===== src/rtl/ncs_pkg.sv =====
// shared constants, types and helpers of the nearest neighbour crop scaler
package ncs_pkg;

  localparam int MAX_WIDTH  = 256;
  localparam int MAX_HEIGHT = 256;

  localparam int COL_W   = 8;
  localparam int ROW_W   = 8;
  localparam int SIZE_W  = 9;
  localparam int PIX_W   = 16;
  localparam int ADDR_W  = COL_W + ROW_W;
  localparam int DEPTH   = MAX_WIDTH * MAX_HEIGHT;
  localparam int PROD_W  = COL_W + SIZE_W;
  localparam int CNT_W   = $clog2(PROD_W + 1);
  localparam int IDX_W   = 3;

  localparam logic [SIZE_W-1:0] MAX_W_V = SIZE_W'(MAX_WIDTH);
  localparam logic [SIZE_W-1:0] MAX_H_V = SIZE_W'(MAX_HEIGHT);

  localparam logic [IDX_W-1:0] REG_SRC_WIDTH  = 3'd0;
  localparam logic [IDX_W-1:0] REG_SRC_HEIGHT = 3'd1;
  localparam logic [IDX_W-1:0] REG_CROP_X     = 3'd2;
  localparam logic [IDX_W-1:0] REG_CROP_Y     = 3'd3;
  localparam logic [IDX_W-1:0] REG_CROP_W     = 3'd4;
  localparam logic [IDX_W-1:0] REG_CROP_H     = 3'd5;
  localparam logic [IDX_W-1:0] REG_DST_WIDTH  = 3'd6;
  localparam logic [IDX_W-1:0] REG_DST_HEIGHT = 3'd7;

  localparam logic ACT_LOAD = 1'b0;
  localparam logic ACT_EMIT = 1'b1;

  typedef enum logic [2:0] {
    S_IDLE,
    S_START,
    S_DIV,
    S_ADDR,
    S_READ,
    S_RESULT
  } state_t;

  // geometry after saturation to the store size
  typedef struct packed {
    logic [SIZE_W-1:0] src_w;
    logic [SIZE_W-1:0] src_h;
    logic [COL_W-1:0]  crop_x;
    logic [ROW_W-1:0]  crop_y;
    logic [SIZE_W-1:0] crop_w;
    logic [SIZE_W-1:0] crop_h;
    logic [SIZE_W-1:0] dst_w;
    logic [SIZE_W-1:0] dst_h;
    logic              size_zero;
  } geom_t;

  function automatic logic [SIZE_W-1:0] sat_size(input logic [SIZE_W-1:0] v,
                                                 input logic [SIZE_W-1:0] m);
    sat_size = (v > m) ? m : v;
  endfunction

endpackage


===== src/rtl/ncs_cfg_regs.sv =====
// geometry registers with saturation and zero-size detection
module ncs_cfg_regs (
  input  logic                       clk,
  input  logic                       rst_n,
  input  logic                       wr_en,
  input  logic [ncs_pkg::IDX_W-1:0]  wr_index,
  input  logic [ncs_pkg::SIZE_W-1:0] wr_data,
  output ncs_pkg::geom_t             geom
);

  logic [ncs_pkg::SIZE_W-1:0] src_w_r;
  logic [ncs_pkg::SIZE_W-1:0] src_h_r;
  logic [ncs_pkg::COL_W-1:0]  crop_x_r;
  logic [ncs_pkg::ROW_W-1:0]  crop_y_r;
  logic [ncs_pkg::SIZE_W-1:0] crop_w_r;
  logic [ncs_pkg::SIZE_W-1:0] crop_h_r;
  logic [ncs_pkg::SIZE_W-1:0] dst_w_r;
  logic [ncs_pkg::SIZE_W-1:0] dst_h_r;

  always_ff @(posedge clk) begin
    if (!rst_n) begin
      src_w_r  <= ncs_pkg::SIZE_W'(256);
      src_h_r  <= ncs_pkg::SIZE_W'(256);
      crop_x_r <= '0;
      crop_y_r <= '0;
      crop_w_r <= ncs_pkg::SIZE_W'(256);
      crop_h_r <= ncs_pkg::SIZE_W'(256);
      dst_w_r  <= ncs_pkg::SIZE_W'(256);
      dst_h_r  <= ncs_pkg::SIZE_W'(256);
    end else if (wr_en) begin
      case (wr_index)
        ncs_pkg::REG_SRC_WIDTH:  src_w_r  <= wr_data;
        ncs_pkg::REG_SRC_HEIGHT: src_h_r  <= wr_data;
        ncs_pkg::REG_CROP_X:     crop_x_r <= wr_data[ncs_pkg::COL_W-1:0];
        ncs_pkg::REG_CROP_Y:     crop_y_r <= wr_data[ncs_pkg::ROW_W-1:0];
        ncs_pkg::REG_CROP_W:     crop_w_r <= wr_data;
        ncs_pkg::REG_CROP_H:     crop_h_r <= wr_data;
        ncs_pkg::REG_DST_WIDTH:  dst_w_r  <= wr_data;
        ncs_pkg::REG_DST_HEIGHT: dst_h_r  <= wr_data;
        default: ;
      endcase
    end
  end

  always_comb begin
    geom.src_w  = ncs_pkg::sat_size(src_w_r, ncs_pkg::MAX_W_V);
    geom.src_h  = ncs_pkg::sat_size(src_h_r, ncs_pkg::MAX_H_V);
    geom.crop_x = crop_x_r;
    geom.crop_y = crop_y_r;
    geom.crop_w = ncs_pkg::sat_size(crop_w_r, ncs_pkg::MAX_W_V);
    geom.crop_h = ncs_pkg::sat_size(crop_h_r, ncs_pkg::MAX_H_V);
    geom.dst_w  = ncs_pkg::sat_size(dst_w_r, ncs_pkg::MAX_W_V);
    geom.dst_h  = ncs_pkg::sat_size(dst_h_r, ncs_pkg::MAX_H_V);
    geom.size_zero = (src_w_r == '0) || (src_h_r == '0) || (crop_w_r == '0) ||
                     (crop_h_r == '0) || (dst_w_r == '0) || (dst_h_r == '0);
  end

endmodule

===== config.mk =====
export PLATFORM = sky130hd
export DESIGN_NAME = ncs_cfg_regs
export DESIGN_NICKNAME = d
export VERILOG_FILES = /design/src/rtl/ncs_pkg.sv /design/src/rtl/ncs_cfg_regs.sv
export SDC_FILE = /design/constraint.sdc
export NUM_CORES = 1
export LEC_CHECK = 0
export ABC_AREA = 0
export BUFFER_PORTS_ARGS = -buffer_cell sky130_fd_sc_hd__buf_4
export CAP_MARGIN = 20
export CORE_MARGIN = 3
export CORE_UTILIZATION = 45
export CTS_CLUSTER_SIZE = 30
export DETAILED_ROUTE_END_ITERATION = 10
export GPL_TIMING_DRIVEN = 0
export HOLD_SLACK_MARGIN = 0.15
export PLACE_DENSITY_LB_ADDON = 0.08
export SYNTH_ARGS = -nofsm -noshare
export SYNTH_HDL_FRONTEND = slang
export SYNTH_SLANG_ARGS = --single-unit

===== constraint.sdc =====
create_clock -name clk -period 1.4 [get_ports clk]
set_input_delay 0.14 -clock clk [delete_from_list [all_inputs] [get_ports clk]]
set_output_delay 0.14 -clock clk [all_outputs]
set_load 0.02 [all_outputs]

==> metrics <==
startpoint types=register; failing checks=setup timing; P&R area growth vs syn=27.5%; achievable frequency=523 MHz; Finish-stage setup viols=1; die span in x=89.7 um; cts bufs inserted=9; Area after DPL=approximately 3800 um2; Final Max Slew Viols=0; first-pass GRT wire length=~14 mm; Slew HR=0.604; R2R setup slack=0.55 ns; part of the cycle the worst path needs=1.37; Post-Synthesis Mean Instance Area=7.75 um2; slack of the critical path=-0.513 ns; IO Port Bufs=72; Post-Layout Inst Area=4020 um2; Setup crit end kind=output port; minimum clock period=1.91 ns; postcts setup bufs=0; Hold Path Stages=2; non-filler instance count after layout=a little under 600; # nets final=502; Sink Count=70; number of diodes=0; WP data arrival=1.77 ns; Hold Path Origin=rst_n; IO Pins=86; synth unique cells=19; starting density of the core=0.480; GR Util All Layers=0.212; register area share after synthesis=0.444; clk slew on worst S/H paths=~0.070 ns; RSZ-0062 raised after global routing=yes; # DRC=0; routability cong.=a little over 0.8; # fillers=approximately 630; worst skew pair latency=0.34 ns; Yosys reg bits=70; core box area=roughly 6600 um2; Reg2Reg Depth=2; Die Y=~90 um; Hold Crit Class=primary input to register; maxcap violations=0; Max IR drop VDD=roughly 580 uV; initial antenna violation count=0; TritonCTS clock tree=built; yosys warns=0; share of cells above drive strength 1=0.220; Root Buffer=clkbuf_8; cell count after placement=approximately 570; DP Wirelength=5.89 mm; Iteration-0 DRC Markers=128; largest net degree at the start of global routing=12; ANT nets after route=0; P_leak=1.51 nW; Mapped Area=3150 um2; drt pass-1 iters=4; kind of critical path=register to output port; post-route clock skew=0 ns; highest fanout seen on the critical path=3; critical path required time=1.26 ns; worst slack at placement=-0.239 ns; cell area power density=approximately 980 nW/um2; die area=8050 um2; H-tree Lvls=3; r2r endpoint=src_h_r[8]; Synth Instances=407; Worst Hold Path EP=src_w_r[2]; status=complete, but fails checks; number of global-route vias before repair=between 2000 and 3000; Vias/cell=5.00; remaining global-route overflow=0; clk buf depth=2; Synth Net Count=roughly 420; Cell Rows=29; Slew @ Worst Pin=roughly 0.59 ns; RR Startpoint=src_h_r[8]; final wirelength=around 8.4 mm; Hold Violations, Final=0; wire per inst=14.3 um; vias=just under 3000
cell type report:
type / instances / area (um2) / share of cell area
multi-input combinational: 306 / 1660 / 0.412
sequential: 70 / 1400 / 0.349
timing repair buffer: 73 / 551 / 0.137
clock buffer: 13 / 169 / 0.0420
tap: 93 / 116 / 0.0289
buffer: 27 / 109 / 0.0271
clock inverter: 3 / 17.5 / 0.00435
Yosys cell counts (all sizes together):
cell      n  share of area
nand3    12          0.019
a31oi     2         0.0040
dfxtp    70           0.44
a21boi   64           0.15
nor3      6          0.017
nor2b    51           0.10
nand2   145           0.17
clkbuf   27          0.032
nor4      6          0.012
nor2     11          0.018
nand4     2         0.0040
buf       4         0.0063
or4       2         0.0048
or3       2         0.0040
nand2b    3         0.0083
worst max-delay path by stage:
stage	start	end	slack, ns	cells past startpoint
after floorplan	crop_h_r[8]	geom[0]	0.01	4
after global placement	src_w_r[2]	geom[0]	-0.25	5
after detailed placement	src_w_r[2]	geom[0]	-0.24	5
after CTS	src_w_r[2]	geom[0]	-0.52	5
after global routing	src_w_r[2]	geom[0]	-0.59	5
final	src_w_r[2]	geom[0]	-0.51	5
sequential cells by signal, indices dropped and copies added, names as in the netlist:
register	cells
src_w_r	9
crop_w_r	9
crop_h_r	9
crop_x_r	8
src_h_r	9
dst_h_r	9
dst_w_r	9
crop_y_r	8
metal layers:
| metal | GRT usage | wire [um] |
|---|---|---|
| met1 | 0.276 | 3880 |
| met2 | 0.349 | 3920 |
| met3 | 0.0593 | 488 |
| met4 | 0.0549 | 93 |
| met5 | 0 | 0 |
logic make-up after synthesis:
kind of cell / share of synthesized area
compound gates: 0.156
simple gates: 0.361
buf+inv: 0.0385
flops: 0.444
per-stage QoR:
step           TNS (ns)  utilization  total power, W  hold slack [ns]
2_1_floorplan         0            -         0.00235            0.264
3_3_place_gp     -0.249        0.580         0.00247            0.439
3_5_place_dp     -0.239        0.580         0.00247            0.441
4_1_cts          -0.518        0.613         0.00398            0.185
5_1_grt          -0.589        0.612         0.00412            0.212
6_report         -0.513        0.612         0.00396            0.192
where the power goes:
part           switching [W]  internal, W
sequential         0.0000396      0.00204
clock               0.000743     0.000784
combinational       0.000222     0.000138
total                0.00100      0.00296
repair_timing:
item / CTS / global route
hold buffers: 1 / 0
endpoints found under the hold margin: 6 / 0
gates resized for setup: 7 / 1
pin swaps: 1 / 0
endpoints found under the setup margin: 32 / 13
cells in the final DEF (no fill, tap or decap), drive strengths merged:
cell           n
nand2        145
buf           76
dfxtp         70
a21boi        64
nor2b         51
clkbuf        36
nand3         12
nor2          11
nor4           6
nor3           6
nand2b         3
or3            2
a31oi          2
nand4          2
clkinv         2
or4            2
clkinvlp       1
dlygate4sd3    1
critical path: stages (launching register included):
cell and delay [ns]:
dfxtp_2 0.33, or4_4 0.54, nor4_4 0.17, a31oi_1 0.09
nand4_1 0.14, buf_4 0.16
No activity file was read; power rests on OpenSTA's default activity.
