**src/rtl/ncs_pkg.sv**
```systemverilog
// shared constants, types and helpers of the nearest neighbour crop scaler
package ncs_pkg;

  localparam int MAX_WIDTH  = 256;
  localparam int MAX_HEIGHT = 256;

  localparam int COL_W   = 8;
  localparam int ROW_W   = 8;
  localparam int SIZE_W  = 9;
  localparam int PIX_W   = 16;
  localparam int ADDR_W  = COL_W + ROW_W;
  localparam int DEPTH   = MAX_WIDTH * MAX_HEIGHT;
  localparam int PROD_W  = COL_W + SIZE_W;
  localparam int CNT_W   = $clog2(PROD_W + 1);
  localparam int IDX_W   = 3;

  localparam logic [SIZE_W-1:0] MAX_W_V = SIZE_W'(MAX_WIDTH);
  localparam logic [SIZE_W-1:0] MAX_H_V = SIZE_W'(MAX_HEIGHT);

  localparam logic [IDX_W-1:0] REG_SRC_WIDTH  = 3'd0;
  localparam logic [IDX_W-1:0] REG_SRC_HEIGHT = 3'd1;
  localparam logic [IDX_W-1:0] REG_CROP_X     = 3'd2;
  localparam logic [IDX_W-1:0] REG_CROP_Y     = 3'd3;
  localparam logic [IDX_W-1:0] REG_CROP_W     = 3'd4;
  localparam logic [IDX_W-1:0] REG_CROP_H     = 3'd5;
  localparam logic [IDX_W-1:0] REG_DST_WIDTH  = 3'd6;
  localparam logic [IDX_W-1:0] REG_DST_HEIGHT = 3'd7;

  localparam logic ACT_LOAD = 1'b0;
  localparam logic ACT_EMIT = 1'b1;

  typedef enum logic [2:0] {
    S_IDLE,
    S_START,
    S_DIV,
    S_ADDR,
    S_READ,
    S_RESULT
  } state_t;

  // geometry after saturation to the store size
  typedef struct packed {
    logic [SIZE_W-1:0] src_w;
    logic [SIZE_W-1:0] src_h;
    logic [COL_W-1:0]  crop_x;
    logic [ROW_W-1:0]  crop_y;
    logic [SIZE_W-1:0] crop_w;
    logic [SIZE_W-1:0] crop_h;
    logic [SIZE_W-1:0] dst_w;
    logic [SIZE_W-1:0] dst_h;
    logic              size_zero;
  } geom_t;

  function automatic logic [SIZE_W-1:0] sat_size(input logic [SIZE_W-1:0] v,
                                                 input logic [SIZE_W-1:0] m);
    sat_size = (v > m) ? m : v;
  endfunction

endpackage

```
**src/rtl/ncs_divider.sv**
```systemverilog
// radix-2 restoring divider, one quotient bit per cycle
module ncs_divider (
  input  logic                       clk,
  input  logic                       rst_n,
  input  logic                       start,
  input  logic [ncs_pkg::PROD_W-1:0] dividend,
  input  logic [ncs_pkg::SIZE_W-1:0] divisor,
  output logic [ncs_pkg::PROD_W-1:0] quotient,
  output logic                       done
);

  logic [ncs_pkg::CNT_W-1:0]  cnt_r;
  logic                       busy_r;
  logic                       done_r;
  logic [ncs_pkg::PROD_W-1:0] quo_r;
  logic [ncs_pkg::SIZE_W-1:0] rem_r;
  logic [ncs_pkg::SIZE_W:0]   trial;
  logic                       ge;
  logic [ncs_pkg::SIZE_W:0]   diff;

  assign trial = {rem_r, quo_r[ncs_pkg::PROD_W-1]};
  assign ge    = trial >= {1'b0, divisor};
  assign diff  = trial - {1'b0, divisor};

  always_ff @(posedge clk) begin
    if (!rst_n) begin
      busy_r <= 1'b0;
      done_r <= 1'b0;
      cnt_r  <= '0;
    end else begin
      done_r <= 1'b0;
      if (start) begin
        busy_r <= 1'b1;
        cnt_r  <= ncs_pkg::CNT_W'(ncs_pkg::PROD_W);
      end else if (busy_r) begin
        cnt_r <= cnt_r - 1'b1;
        if (cnt_r == ncs_pkg::CNT_W'(1)) begin
          busy_r <= 1'b0;
          done_r <= 1'b1;
        end
      end
    end
  end

  always_ff @(posedge clk) begin
    if (start) begin
      quo_r <= dividend;
      rem_r <= '0;
    end else if (busy_r) begin
      quo_r <= {quo_r[ncs_pkg::PROD_W-2:0], ge};
      rem_r <= ge ? diff[ncs_pkg::SIZE_W-1:0] : trial[ncs_pkg::SIZE_W-1:0];
    end
  end

  assign quotient = quo_r;
  assign done     = done_r;

endmodule

```
**config.mk**
```make
export PLATFORM = sky130hd
export DESIGN_NAME = ncs_divider
export DESIGN_NICKNAME = d
export VERILOG_FILES = /design/src/rtl/ncs_pkg.sv /design/src/rtl/ncs_divider.sv
export SDC_FILE = /design/constraint.sdc
export NUM_CORES = 1
export LEC_CHECK = 0
export BUFFER_PORTS_ARGS = -buffer_cell sky130_fd_sc_hd__buf_2
export CAP_MARGIN = 20
export CORE_MARGIN = 5
export CORE_UTILIZATION = 45
export CTS_BUF_LIST = sky130_fd_sc_hd__clkbuf_4 sky130_fd_sc_hd__clkbuf_8
export CTS_CLUSTER_DIAMETER = 120
export DETAILED_ROUTE_END_ITERATION = 10
export PLACE_DENSITY_LB_ADDON = 0.2
export SLEW_MARGIN = 20
export SYNTH_ARGS = -nofsm -noshare
export SYNTH_HDL_FRONTEND = slang
export SYNTH_SLANG_ARGS = --single-unit
```
**constraint.sdc**
```tcl
create_clock -name clk -period 2.6 [get_ports clk]
set_input_delay 0.26 -clock clk [delete_from_list [all_inputs] [get_ports clk]]
set_output_delay 0.26 -clock clk [all_outputs]
set_load 0.03 [all_outputs]
```
==> run summary, run 1 <==
Between clock sinks in the finished design, the worst skew comes to 0.00737 ns. Hold repair after CTS inserted 0 buffers. The initial core utilization is 0.473, and the slack of the worst reg-to-reg path is 0.18 ns. The tools report the placeable core region as 0.00406 sq mm. The run gives 0.262 as the fraction of power consumed by combinational cells. The sum of routed wire length over all layers was 3870 um.

In the final timing run, aggregate negative setup slack is 0 ns. Measured in cells, the most critical reg-to-reg path has a length of 10. Setup repair after global routing left no endpoint under its margin. For the share of total power in the clock network, the log shows 0.329. The number of buffers between clock root and the deepest sink was 2; the worst hold-check slack was 0.221 ns.

The tree is rooted in a sky130_fd_sc_hd__clkbuf_8. Counting stages on the worst path, the most repeated cell is sky130_fd_sc_hd__inv_1. The setup path with the least slack is of type reg -> reg.

Power spread over the standard cell area amounts to 667 mW/mm^2. The logs give 357 for the fill cell total of the finished layout and 221 for the number of nets in the synthesized netlist. The async set or reset register ratio after synthesis works out to 0.

The maximum net fanout on the critical path was 3. The tools report the element type at the critical path end as a flop. The run finished with clean final reports. The global-route usage over all layers was 0.152.

The most used flip-flop cell after synthesis is sky130_fd_sc_hd__edfxtp_1. The tools report the kind of start point of the critical path as a flop. The tree built by TritonCTS fans out to 33 sinks. Timing analysis after detailed placement gives a worst setup slack of 0.204 ns.

Leaving out fill and tap cells, the most frequent cell in the layout is sky130_fd_sc_hd__buf_2. A synthesized cell averages 10.7 sq um. The number of endpoints with negative hold slack in the final report is 0, and the post-CTS setup repair buffer count is 0.

The net switching share of the total power was 0.292; the number of enable-type register cells in the synthesized netlist was 17. Max-cap violations in this run came to 0. Via count of the first global-routing pass: 1,441. After clock tree synthesis, the clock-pin slew on the worst setup and hold paths is 0.07 ns.

The tools report the worst min-delay path startpoint as rst_n. The floorplan step set the die height to 75.3 um. CTS built an H-tree with a depth of 2.

The switching power summed over all nets was 456 uW. For the worst setup path, the data arrival time is 2.62 ns. Global routing finished with a remaining overflow of 0.

Number of nets with antenna violations after routing: 0. The residual DRC count was 0. The tools report the utilization after layout as 0.576.

Endpoint of the worst hold-timing path: cnt_r[4]. The share of the clock period used by the worst path is 0.933, and the number of DRC violations after detailed-routing iteration 0 is 56. In this run the critical register-to-register path is captured at rem_r[8]. Total power for the finished layout comes to 1.56 mW. The worst path needs 2.42 ns of the cycle, external delays included. The die covers 0.00567 sq mm.

The number of antenna violations at the first check in global routing came out at 0. The tools report the maximum frequency from static timing analysis as 412 MHz. In this run the cell area of the synthesized design comes to 0.00192 sq mm.

For the portion of total power attributed to sequential cells, the log shows 0.410. The internal portion of the total power is 1.10 mW. The worst slew margin relative to its limit was 0.705. For this run, the number of Yosys warnings is 0. The final RePlAce weighted congestion is 0.801, and the via count of the routed design is 1,490. In this run the number of cells on the critical path is 10.

In this run, CTS created clock tree buffers numbering 5. Transition time of the tightest slew-check pin: 0.440 ns. The number of pins exceeding their max-slew limit in the final report is 0, and the delay contributed by the slowest stage of the critical path is 0.41 ns. On the critical path the largest part of the delay comes from compound AO/OA/AOI/OAI gates.

In this run, distinct cell masters in the synthesized netlist total 42. The number of buffers and inverters on the critical path was 3. The startpoint identified for the worst register-to-register timing path is quotient[16]. The share of cells above drive strength 1 was 0.359; the number of synthesized register bits was 33. The leakage component of the power is 1.04 nW, and the post-synthesis instance total is 180. The number of stages on the worst hold path is 2. The worst ir drop on vdd is 374 uV. For the count of endpoints failing setup in the final report, the log shows 0. The per-cell via count in the routed design works out to 5.30. On the critical path, the stage with the largest delay is an instance of sky130_fd_sc_hd__edfxtp_1. In the layout the commonest cells are sky130_fd_sc_hd__buf_2, sky130_fd_sc_hd__nor2_1, sky130_fd_sc_hd__mux2_2, sky130_fd_sc_hd__edfxtp_1, sky130_fd_sc_hd__dfxtp_1. The signal on the critical path passes through inv_1 > ha_1 > inv_1 > fa_1 > a211oi_1 > buf_4 > o211ai_1 > o211a_1 > or3_1 > a311oi_2. The run gives 47 as the I/O pin count.

TritonCTS built the clock tree. After floorplanning, the core was divided into 23 placement rows. The number of instances resized during post-cts repair was 0; the detail-routed net length per standard cell was 13.8 um. The worst hold path class was in -> reg. The number of detailed-route iterations in the first pass is 4, and the area added between synthesis and finish is 21.8%. Entering global routing, the biggest net connects 25 pins.

STA puts the critical path data required time at 2.80 ns. The count of buffers added on input and output ports is 46. The run gives 271 as the count of nets after finishing. The die extent in x is 75.3 um, and the wire length of the first global-routing pass is 6480 um. The worst path meets setup with 0.175 ns of slack.

The proportion of synthesized chip area in sequential cells came out at 0.433. The tools report the diode insertion count for antenna repair as 0. The HPWL after detailed placement is 2890 um.

The clock reaches the later pin of the worst-skew pair after 0.29 ns.
## synth_stat cells, types with 2 or more instances
cell type | n | share of area
sky130_fd_sc_hd__dfxtp_1 | 16 | 0.17
sky130_fd_sc_hd__xor2_1 | 6 | 0.027
sky130_fd_sc_hd__a211oi_1 | 9 | 0.035
sky130_fd_sc_hd__a21oi_1 | 7 | 0.018
sky130_fd_sc_hd__nor2b_1 | 2 | 0.0065
sky130_fd_sc_hd__nand2_1 | 7 | 0.014
sky130_fd_sc_hd__mux2_2 | 17 | 0.10
sky130_fd_sc_hd__o21a_1 | 3 | 0.012
sky130_fd_sc_hd__edfxtp_1 | 17 | 0.27
sky130_fd_sc_hd__a311oi_1 | 3 | 0.014
sky130_fd_sc_hd__o21ai_0 | 2 | 0.0052
sky130_fd_sc_hd__o211ai_1 | 3 | 0.012
sky130_fd_sc_hd__xnor2_1 | 2 | 0.0091
sky130_fd_sc_hd__nand3_1 | 3 | 0.0078
sky130_fd_sc_hd__nand2b_1 | 4 | 0.013
sky130_fd_sc_hd__o31ai_1 | 2 | 0.0078
sky130_fd_sc_hd__nor2_1 | 18 | 0.035
sky130_fd_sc_hd__inv_1 | 14 | 0.027
sky130_fd_sc_hd__clkbuf_1 | 6 | 0.012
sky130_fd_sc_hd__nor3_1 | 2 | 0.0052
sky130_fd_sc_hd__buf_2 | 2 | 0.0052
sky130_fd_sc_hd__mux2i_1 | 5 | 0.026
sky130_fd_sc_hd__ha_1 | 11 | 0.072
## layout make-up
type / instances / area (sq um) / share of cell area
Multi-Input combinational cell: 125 / 1000 / 0.430
Sequential cell: 33 / 831 / 0.355
Timing Repair Buffer: 51 / 268 / 0.114
Clock buffer: 7 / 90.1 / 0.0385
Tap cell: 50 / 62.6 / 0.0268
Inverter: 14 / 52.6 / 0.0225
Clock inverter: 1 / 30.0 / 0.0128
## logic make-up (layout without fill, tap and decap cells)
| group | after synthesis | after routing | share of synthesized area |
|---|---|---|---|
| buf+inv | 22 | 73 | 0.0443 |
| xor+xnor | 8 | 8 | 0.0365 |
| mux | 23 | 23 | 0.132 |
| fa+ha+maj | 12 | 12 | 0.0821 |
| compound gates | 36 | 36 | 0.141 |
| flops | 33 | 33 | 0.433 |
| simple gates | 46 | 46 | 0.132 |
## sequential cells by signal (all words and copies together) (netlist names)
register	flops
busy_r	1
done	1
quotient	17
cnt_r	5
rem_r	9
## how the worst max path moves through the flow
stage / startpoint / end / slack [ns]
6_report: quotient[16] / rem_r[8] / 0.18
5_1_grt: quotient[16] / rem_r[3] / 0.04
4_1_cts: quotient[16] / rem_r[8] / 0.19
3_5_place_dp: quotient[16] / rem_r[8] / 0.20
3_3_place_gp: quotient[16] / rem_r[8] / 0.26
2_1_floorplan: quotient[16] / quotient[0] / 0.03
## metrics by stage
stage               cell area (sq um)  cells
CTS                              2340    281
detailed placement               2220    273
global placement                 2220    273
finish                           2340    281
floorplan                        1920    180
global route                     2340    281
## power groups by stage
stage               Combinational [mW]  Clock, mW  Sequential (mW)
floorplan                        0.246          0            0.703
global placement                 0.410          0            0.649
detailed placement               0.411          0            0.648
CTS                              0.413      0.525            0.640
global route                     0.452      0.556            0.646
finish                           0.408      0.513            0.639
## routing by layer
| layer | wire length [um] | track usage | vias up |
|---|---|---|---|
| met3 | 244 | 0.0580 | 7 |
| met1 | 1740 | 0.194 | 679 |
| met2 | 1830 | 0.242 | 40 |
| met4 | 55 | 0.0466 | 0 |
| li1 | - | - | 764 |
| met5 | 0 | 0 | - |
Note: power is estimated with default switching activity, not from simulation.
==> run 2: changes to the inputs <==
==> constraint.sdc (replaced) <==
create_clock -name clk -period 3 [get_ports clk]
set_input_delay 0.3 -clock clk [delete_from_list [all_inputs] [get_ports clk]]
set_output_delay 0.3 -clock clk [all_outputs]
set_load 0.03 [all_outputs]
==> run 2 against run 1 <==
Compared with the run above: clock power is 12% lower; power decreased by 14%; clock-buffer cell count stayed put; sequential power down 13%; flip-flop and latch count unchanged; critical path depth decreased by 2; first-iteration DRC count down 5.4%; via count fell by 1.8%; routed wire length is 1.9% lower; global-route usage fell by 0.23 points; critical path type unchanged; critical endpoint is now quotient[0]; highest routed layer unchanged.
==> run summary, run 2 (synthesis results as in run 1) <==
The logs give 400 uW (-12%) for the switching power summed over all nets and 0.810 (+1.2%) for the final RePlAce weighted congestion. The tools report the max-cap check violation count as 0 (unchanged). Root cell of the clock tree: sky130_fd_sc_hd__clkbuf_8.

The placeable core region was 0.00406 sq mm (unchanged). For the final worst setup slack, the log shows 0.355 ns (+0.179 ns). Setup repair after global routing left no endpoint under its margin. The total negative slack is 0 ns (unchanged), and the die extent in x is 75.3 um (unchanged). The flow ran to the end, and the final reports show no timing, DRC or antenna violations. The fraction of power consumed by combinational cells was 0.255 (-0.007). STA classifies the critical path startpoint as a flop. The number of pins exceeding their max-slew limit in the final report came out at 0 (unchanged). The area added between synthesis and finish is 20.6%, and the post-CTS setup repair buffer count is 0 (unchanged). The global-route usage over all layers is 0.150 (-0.00225).

The number of stages on the worst hold path was 2 (unchanged); the number of nets with antenna violations after routing was 0 (unchanged). Power per standard cell area: 582 mW/mm^2 (-13%). The half-perimeter wire length after placement is 2830 um (-2.0%), and the diode insertion count for antenna repair is 0 (unchanged). The maximum net fanout on the critical path came out at 8 (+5). The overall overflow remaining after global route came out at 0 (unchanged).

The number of flip-flops in the largest register is 17 (unchanged). The count of nets after finishing came out at 268 (-1.1%). The latest clock arrival within the worst-skew pair came out at 0.29 ns (about the same). The sink count of the clock tree is 33 (unchanged), and the worst reg-to-reg path cell count is 8 (-2). The number of DRC violations after detailed-routing iteration 0 is 53 (-5.4%), and the multi-input gate area in the final layout is 0.00100 sq mm (unchanged). The residual DRC count came out at 0 (unchanged). In the layout the commonest cells are sky130_fd_sc_hd__buf_2, sky130_fd_sc_hd__nor2_1, sky130_fd_sc_hd__mux2_2, sky130_fd_sc_hd__edfxtp_1, sky130_fd_sc_hd__dfxtp_1.

The detail-routed net length per standard cell was 13.7 um (-0.80%). The share of the clock period used by the worst path is 0.882 (-0.0507). For the utilization after layout, the log shows 0.571 (-0.00555). The number of instances resized during post-cts repair is 0 (unchanged). The worst hold path class was in -> reg.

The run gives 0.00574 ns (-0.00163 ns) as the final worst clock skew. Number of endpoints with negative hold slack in the final report: 0 (unchanged). The number of buffers between clock root and the deepest sink came out at 2 (unchanged).

The number of detailed-route iterations in the first pass is 4 (unchanged), and the via count of the routed design is 1,463 (-1.8%). The setup slack at placement came out at 0.383 ns (+0.179 ns). The maximum frequency from static timing analysis was 378 MHz (-8.3%); the total area of sequential cells was 831 sq um (unchanged).

Leaving out fill and tap cells, the most frequent cell in the layout is sky130_fd_sc_hd__buf_2. The run gives 0.334 (+0.005) as the share of total power in the clock network. The overall die area was 0.00567 sq mm (unchanged); the fill cell total of the finished layout was 364 (+2.0%). The wire length of the first global-routing pass came out at 6420 um (-0.96%). The initial core utilization came out at 0.473 (unchanged). The via count of the first global-routing pass was 1,451 (+0.69%); the per-cell via count in the routed design was 5.26 (-0.75%).

The clock period minus worst slack works out to 2.65 ns (+0.221 ns). The leakage component of the power is 1.02 nW (-1.4%), and the register clock-pin slew on the reported worst setup and hold paths is 0.07 ns (about the same). The maximum number of pins on one net before global-route repair was 25 (unchanged); the critical path data arrival time was 2.69 ns (+0.07 ns). For the worst slew margin relative to its limit, the log shows 0.662 (-0.0427). The worst ir drop on vdd is 330 uV (-12%), and the I/O pin count is 47 (unchanged). The overall die height works out to 75.3 um (unchanged). Type of the worst setup path: reg -> reg. Sum of routed wire length over all layers: 3800 um (-1.9%). The number of antenna violations at the first check in global routing is 0 (unchanged). Element type at the critical path end: a flop. The share of cells above drive strength 1 came out at 0.351 (-0.00843). The net switching share of the total power came out at 0.296 (+0.00420). The logs give 3.04 ns (+0.24 ns) for the data required time at the worst endpoint and 2 (unchanged) for the maximum level of the CTS H-tree.

The number of buffers inserted by port buffering was 46 (unchanged); the internal power was 949 uW (-14%). The count of endpoints failing setup in the final report was 0 (unchanged); the number of clock buffers inserted by TritonCTS was 5 (unchanged). TritonCTS built the clock tree. The number of buffers inserted for hold repair after clock tree synthesis came out at 0 (unchanged). The site row count was 23 (unchanged); the portion of total power attributed to sequential cells was 0.410 (about the same). The transition time of the tightest slew-check pin came out at 0.505 ns (+0.0652 ns).
[run 2: cell type report]
class,instances,area share
clock buffer,7,0.0389
clock inverter,1,0.0130
inverter,14,0.0227
multi-input combinational,125,0.434
sequential,33,0.359
tap,50,0.0270
timing repair buffer,48,0.106
[run 2: power groups by stage]
stage | Sequential (mW) | Clock [mW] | Combinational, mW
3_3_place_gp | 0.562 | 0 | 0.344
5_1_grt | 0.559 | 0.488 | 0.381
6_report | 0.553 | 0.451 | 0.345
2_1_floorplan | 0.609 | 0 | 0.213
4_1_cts | 0.554 | 0.462 | 0.347
3_5_place_dp | 0.562 | 0 | 0.346
[run 2: final timing paths]
kind / end / from / slack [ns]
setup reg to reg: quotient[0] / quotient[16] / 0.35
setup / recovery: quotient[0] / quotient[16] / 0.35
hold / removal: cnt_r[4] / rst_n / 0.25
hold reg to reg: cnt_r[1] / cnt_r[1] / 0.50
[run 2: routing by layer]
metal,routed length (um),part of all wire,global-route usage
met4,68,0.018,0.0641
met5,0,0,0
met2,1710,0.45,0.235
met1,1800,0.47,0.189
met3,225,0.059,0.0515
[run 2: worst max-delay path, cell delays in order, from the launching register on]
cell and delay [ns]:
sky130_fd_sc_hd__edfxtp_1 0.41, sky130_fd_sc_hd__inv_1 0.07, sky130_fd_sc_hd__ha_1 0.14, sky130_fd_sc_hd__inv_1 0.05, sky130_fd_sc_hd__fa_1 0.40, sky130_fd_sc_hd__a211oi_1 0.42, sky130_fd_sc_hd__o21a_1 0.29, sky130_fd_sc_hd__o211ai_2 0.24
sky130_fd_sc_hd__mux2_1 0.37
[run 2: metrics by stage]
step	std cells	power [mW]	area (sq um)	hold slack [ns]
after floorplan	180	0.822	1920	0.418
after global placement	270	0.906	2200	0.487
after detailed placement	270	0.908	2200	0.492
after CTS	278	1.36	2320	0.240
after global routing	278	1.43	2320	0.255
final	278	1.35	2320	0.248
==> run 3: changes to the inputs <==
--- a/config.mk
+++ b/config.mk
@@ -5,8 +5,8 @@
 export SDC_FILE = /design/constraint.sdc
 export NUM_CORES = 1
 export LEC_CHECK = 0
+export ABC_AREA = 1
 export BUFFER_PORTS_ARGS = -buffer_cell sky130_fd_sc_hd__buf_2
-export CAP_MARGIN = 20
 export CORE_MARGIN = 5
 export CORE_UTILIZATION = 45
 export CTS_BUF_LIST = sky130_fd_sc_hd__clkbuf_4 sky130_fd_sc_hd__clkbuf_8
==> run 3 against run 2 <==
Compared with the run above: sequential power down 3%; critical path depth up 3; sequential share of layout area decreased by 0.33 points; clock power decreased by 9.1%; synthesized cell count grew 48%; clock skew up 0.0026 ns; via count up 18%; largest cell class unchanged.
==> run summary, run 3 <==
Clock period minus worst slack: 2.01 ns (-0.635 ns). Post-CTS setup repair buffer count: 0 (unchanged). Number of nets with antenna violations after routing: 0 (unchanged). For the critical path data arrival time, the log shows 2.21 ns (-0.48 ns). Placeable core region: 0.00429 sq mm (+5.8%). The worst setup path is launched from a flop. In this run the worst hold path is classified as in -> reg.

The detail-routed net length per standard cell was 11.8 um (-14%); the area added between synthesis and finish was 18.7%. The number of flip-flops in the largest register was 17 (unchanged). The half-perimeter wire length after placement came out at 3300 um (+16%). The tools report the post-synthesis instance total as 267 (+48%). The number of synthesized register bits came out at 33 (unchanged). The logs give 0 (unchanged) for the max-cap check violation count and 0 (unchanged) for the residual DRC count. The run gives 47 (unchanged) as the I/O pin count.

Leakage component of the power: 1.26 nW (+23%). The transition time of the tightest slew-check pin came out at 0.809 ns (+0.304 ns). Power per standard cell area: 503 mW/mm^2 (-14%). The number of distinct standard cells referenced by the synthesized netlist was 25 (-40%). The mean area per synthesized cell is 7.38 sq um (-31%).

The run gives 0.459 (-0.0147) as the initial core utilization. The register clock-pin slew on the reported worst setup and hold paths is 0.07 ns (about the same). The most common cell after layout, fill and taps aside is sky130_fd_sc_hd__nand2_1.

Leaving out fill and tap cells, the most frequent cells in the layout are sky130_fd_sc_hd__nand2_1, sky130_fd_sc_hd__buf_2, sky130_fd_sc_hd__inv_1. The sink count of the clock tree was 33 (unchanged); the number of endpoints with negative hold slack in the final report was 0 (unchanged). The slack of the worst reg-to-reg path came out at 0.99 ns (+0.63 ns). The die extent in x works out to 76.2 um (+1.1%).

For the total area of sequential cells, the log shows 831 sq um (unchanged). The maximum frequency from static timing analysis was 497 MHz (+32%). The site row count was 24 (+4.3%). The number of DRC violations after detailed-routing iteration 0 was 132 (+150%); the number of buffers inserted by port buffering was 46 (unchanged). The final worst clock skew was 0.00836 ns (+0.00262 ns); the number of synthesis warnings was 0 (unchanged). The tools report the count of endpoints failing setup in the final report as 0 (unchanged).

The tools report the number of buffers between clock root and the deepest sink as 2 (unchanged). The number of enable-type register cells in the synthesized netlist was 17 (unchanged). The maximum number of pins on one net before global-route repair is 23 (-8.0%), and the number of clock buffers inserted by TritonCTS is 5 (unchanged). The logs give 435 (+20%) for the fill cell total of the finished layout and 0.148 (-0.00210) for the global-route usage over all layers. The overall die height came out at 76.2 um (+1.1%).

The flow ran to the end, and the final reports show no timing, DRC or antenna violations. The area share of the largest cell type after synthesis works out to 0.259 (-0.00659). The number of buffers inserted for hold repair after clock tree synthesis was 0 (unchanged); the maximum net fanout on the critical path was 12 (+4). The logs give 355 (+32%) for the count of nets after finishing and 308 (+39%) for the number of nets in the synthesized netlist. The total negative slack is 0 ns (unchanged), and the per-cell via count in the routed design is 4.71 (-10%). The element type at the critical path end was a flop.

The root buffer cell chosen for the clock tree is sky130_fd_sc_hd__clkbuf_8. The share of cells above drive strength 1 works out to 0.194 (-0.157). TritonCTS built the clock tree. After synthesis, the cell types taking the most area are sky130_fd_sc_hd__edfxtp_1, sky130_fd_sc_hd__nand2_1, sky130_fd_sc_hd__dfxtp_1. Among all flip-flop cells after synthesis, the most frequent one is sky130_fd_sc_hd__edfxtp_1. The wire length of the first global-routing pass was 7200 um (+12%); the worst ir drop on vdd was 275 uV (-17%). The worst slew margin relative to its limit was 0.460 (-0.202); the number of pins exceeding their max-slew limit in the final report was 0 (unchanged).

The run gives 0 (unchanged) as the diode insertion count for antenna repair. The async set or reset register ratio after synthesis was 0 (unchanged). Most common cell in the netlist: sky130_fd_sc_hd__nand2_1. The tools report the overall die area as 0.00580 sq mm (+2.2%). The number of instances resized during post-cts repair was 0 (unchanged); the overall overflow remaining after global route was 0 (unchanged). The final RePlAce weighted congestion is 0.815 (+0.53%), and the total standard cell area after synthesis is 0.00197 sq mm (+2.5%). Setup repair after global routing left no endpoint under its margin.

Of all cell types, the one taking the most synthesized area is sky130_fd_sc_hd__edfxtp_1. The multi-input gate area in the final layout came out at 940 sq um (-6.5%). The latest clock arrival within the worst-skew pair was 0.28 ns (about the same). The maximum level of the CTS H-tree is 2 (unchanged), and the sum of routed wire length over all layers is 4320 um (+14%). The via count of the routed design was 1,729 (+18%). Via count of the first global-routing pass: 1,643 (+13%). The worst hold-check slack came out at 0.282 ns (+0.0341 ns). The proportion of synthesized chip area in sequential cells was 0.422 (-0.0107).

The worst setup path is of the reg -> reg kind. The commonest cells after synthesis are sky130_fd_sc_hd__nand2_1, sky130_fd_sc_hd__inv_1, sky130_fd_sc_hd__nand3_1. The run gives 0 (unchanged) as the number of antenna violations at the first check in global routing. The number of detailed-route iterations in the first pass is 4 (unchanged). The share of the clock period used by the worst path was 0.670 (-0.212); the data required time at the worst endpoint was 3.20 ns (+0.16 ns).
run 3: cell count changes after synthesis, sizes merged, moves of 5 or more:
| cell | change |
|---|---|
| xor2 | -5 |
| nand3 | +26 |
| o21ai | +5 |
| mux2i | -5 |
| mux2 | -18 |
| inv | +29 |
| a211oi | -8 |
| nand2 | +91 |
run 3: final timing paths:
path	start	to	cells after the start
hold / removal	dividend[16]	quotient[16]	3
hold reg to reg	rem_r[7]	rem_r[7]	2
setup / recovery	quotient[16]	rem_r[3]	11
setup reg to reg	quotient[16]	rem_r[3]	11
run 3: cells by family after synthesis:
family                     share of synthesized area
AOI/OAI and AO/OA                             0.0419
adders and majority gates                     0.0801
buffers and inverters                          0.101
DFF                                            0.422
and+or+nand+nor                                0.337
xor gates and xnor gates                      0.0178
run 3: layout make-up:
type                            instances  area share
Clock buffer                            6      0.0327
Clock inverter                          2      0.0145
Inverter                               43      0.0691
Multi-Input combinational cell        185       0.402
Sequential cell                        33       0.355
Tap cell                               52      0.0278
Timing Repair Buffer                   46      0.0985
run 3: worst max-delay path, cell delays in order (launching register included):
cell,delay (ns)
sky130_fd_sc_hd__edfxtp_1,0.38
sky130_fd_sc_hd__inv_1,0.10
sky130_fd_sc_hd__ha_1,0.15
sky130_fd_sc_hd__inv_1,0.06
sky130_fd_sc_hd__fa_1,0.42
sky130_fd_sc_hd__nand2_1,0.12
sky130_fd_sc_hd__nand3_2,0.08
sky130_fd_sc_hd__nand2_2,0.20
sky130_fd_sc_hd__nand2_2,0.16
sky130_fd_sc_hd__nand2_1,0.10
sky130_fd_sc_hd__nand3_1,0.06
sky130_fd_sc_hd__o21ai_0,0.09
run 3: through the flow:
| stage | utilization | power [mW] | instance area [sq um] | std cells | worst slack (ns) |
|---|---|---|---|---|---|
| global route | 0.544 | 1.24 | 2340 | 367 | 0.781 |
| global placement | 0.519 | 0.776 | 2230 | 359 | 1.06 |
| detailed placement | 0.519 | 0.776 | 2230 | 359 | 1.00 |
| finish | 0.544 | 1.18 | 2340 | 367 | 0.990 |
| CTS | 0.544 | 1.18 | 2340 | 367 | 0.981 |
| floorplan | - | 0.706 | 1970 | 267 | 1.02 |
run 3: where the power goes:
group	total, mW	leakage, nW	switching (mW)	internal (mW)
sequential	0.534	0.304	0.0187	0.516
clock	0.410	0.0563	0.156	0.254
combinational	0.231	0.900	0.154	0.0769
total	1.18	1.26	0.329	0.847
run 3: layer usage:
metal / share of wire / up-vias / routed length, um / track usage
li1: - / 938 / - / -
met1: 0.46 / 741 / 2010 / 0.186
met2: 0.46 / 41 / 2000 / 0.243
met3: 0.056 / 9 / 243 / 0.0437
met4: 0.016 / 0 / 69 / 0.0472
met5: 0 / - / 0 / 0
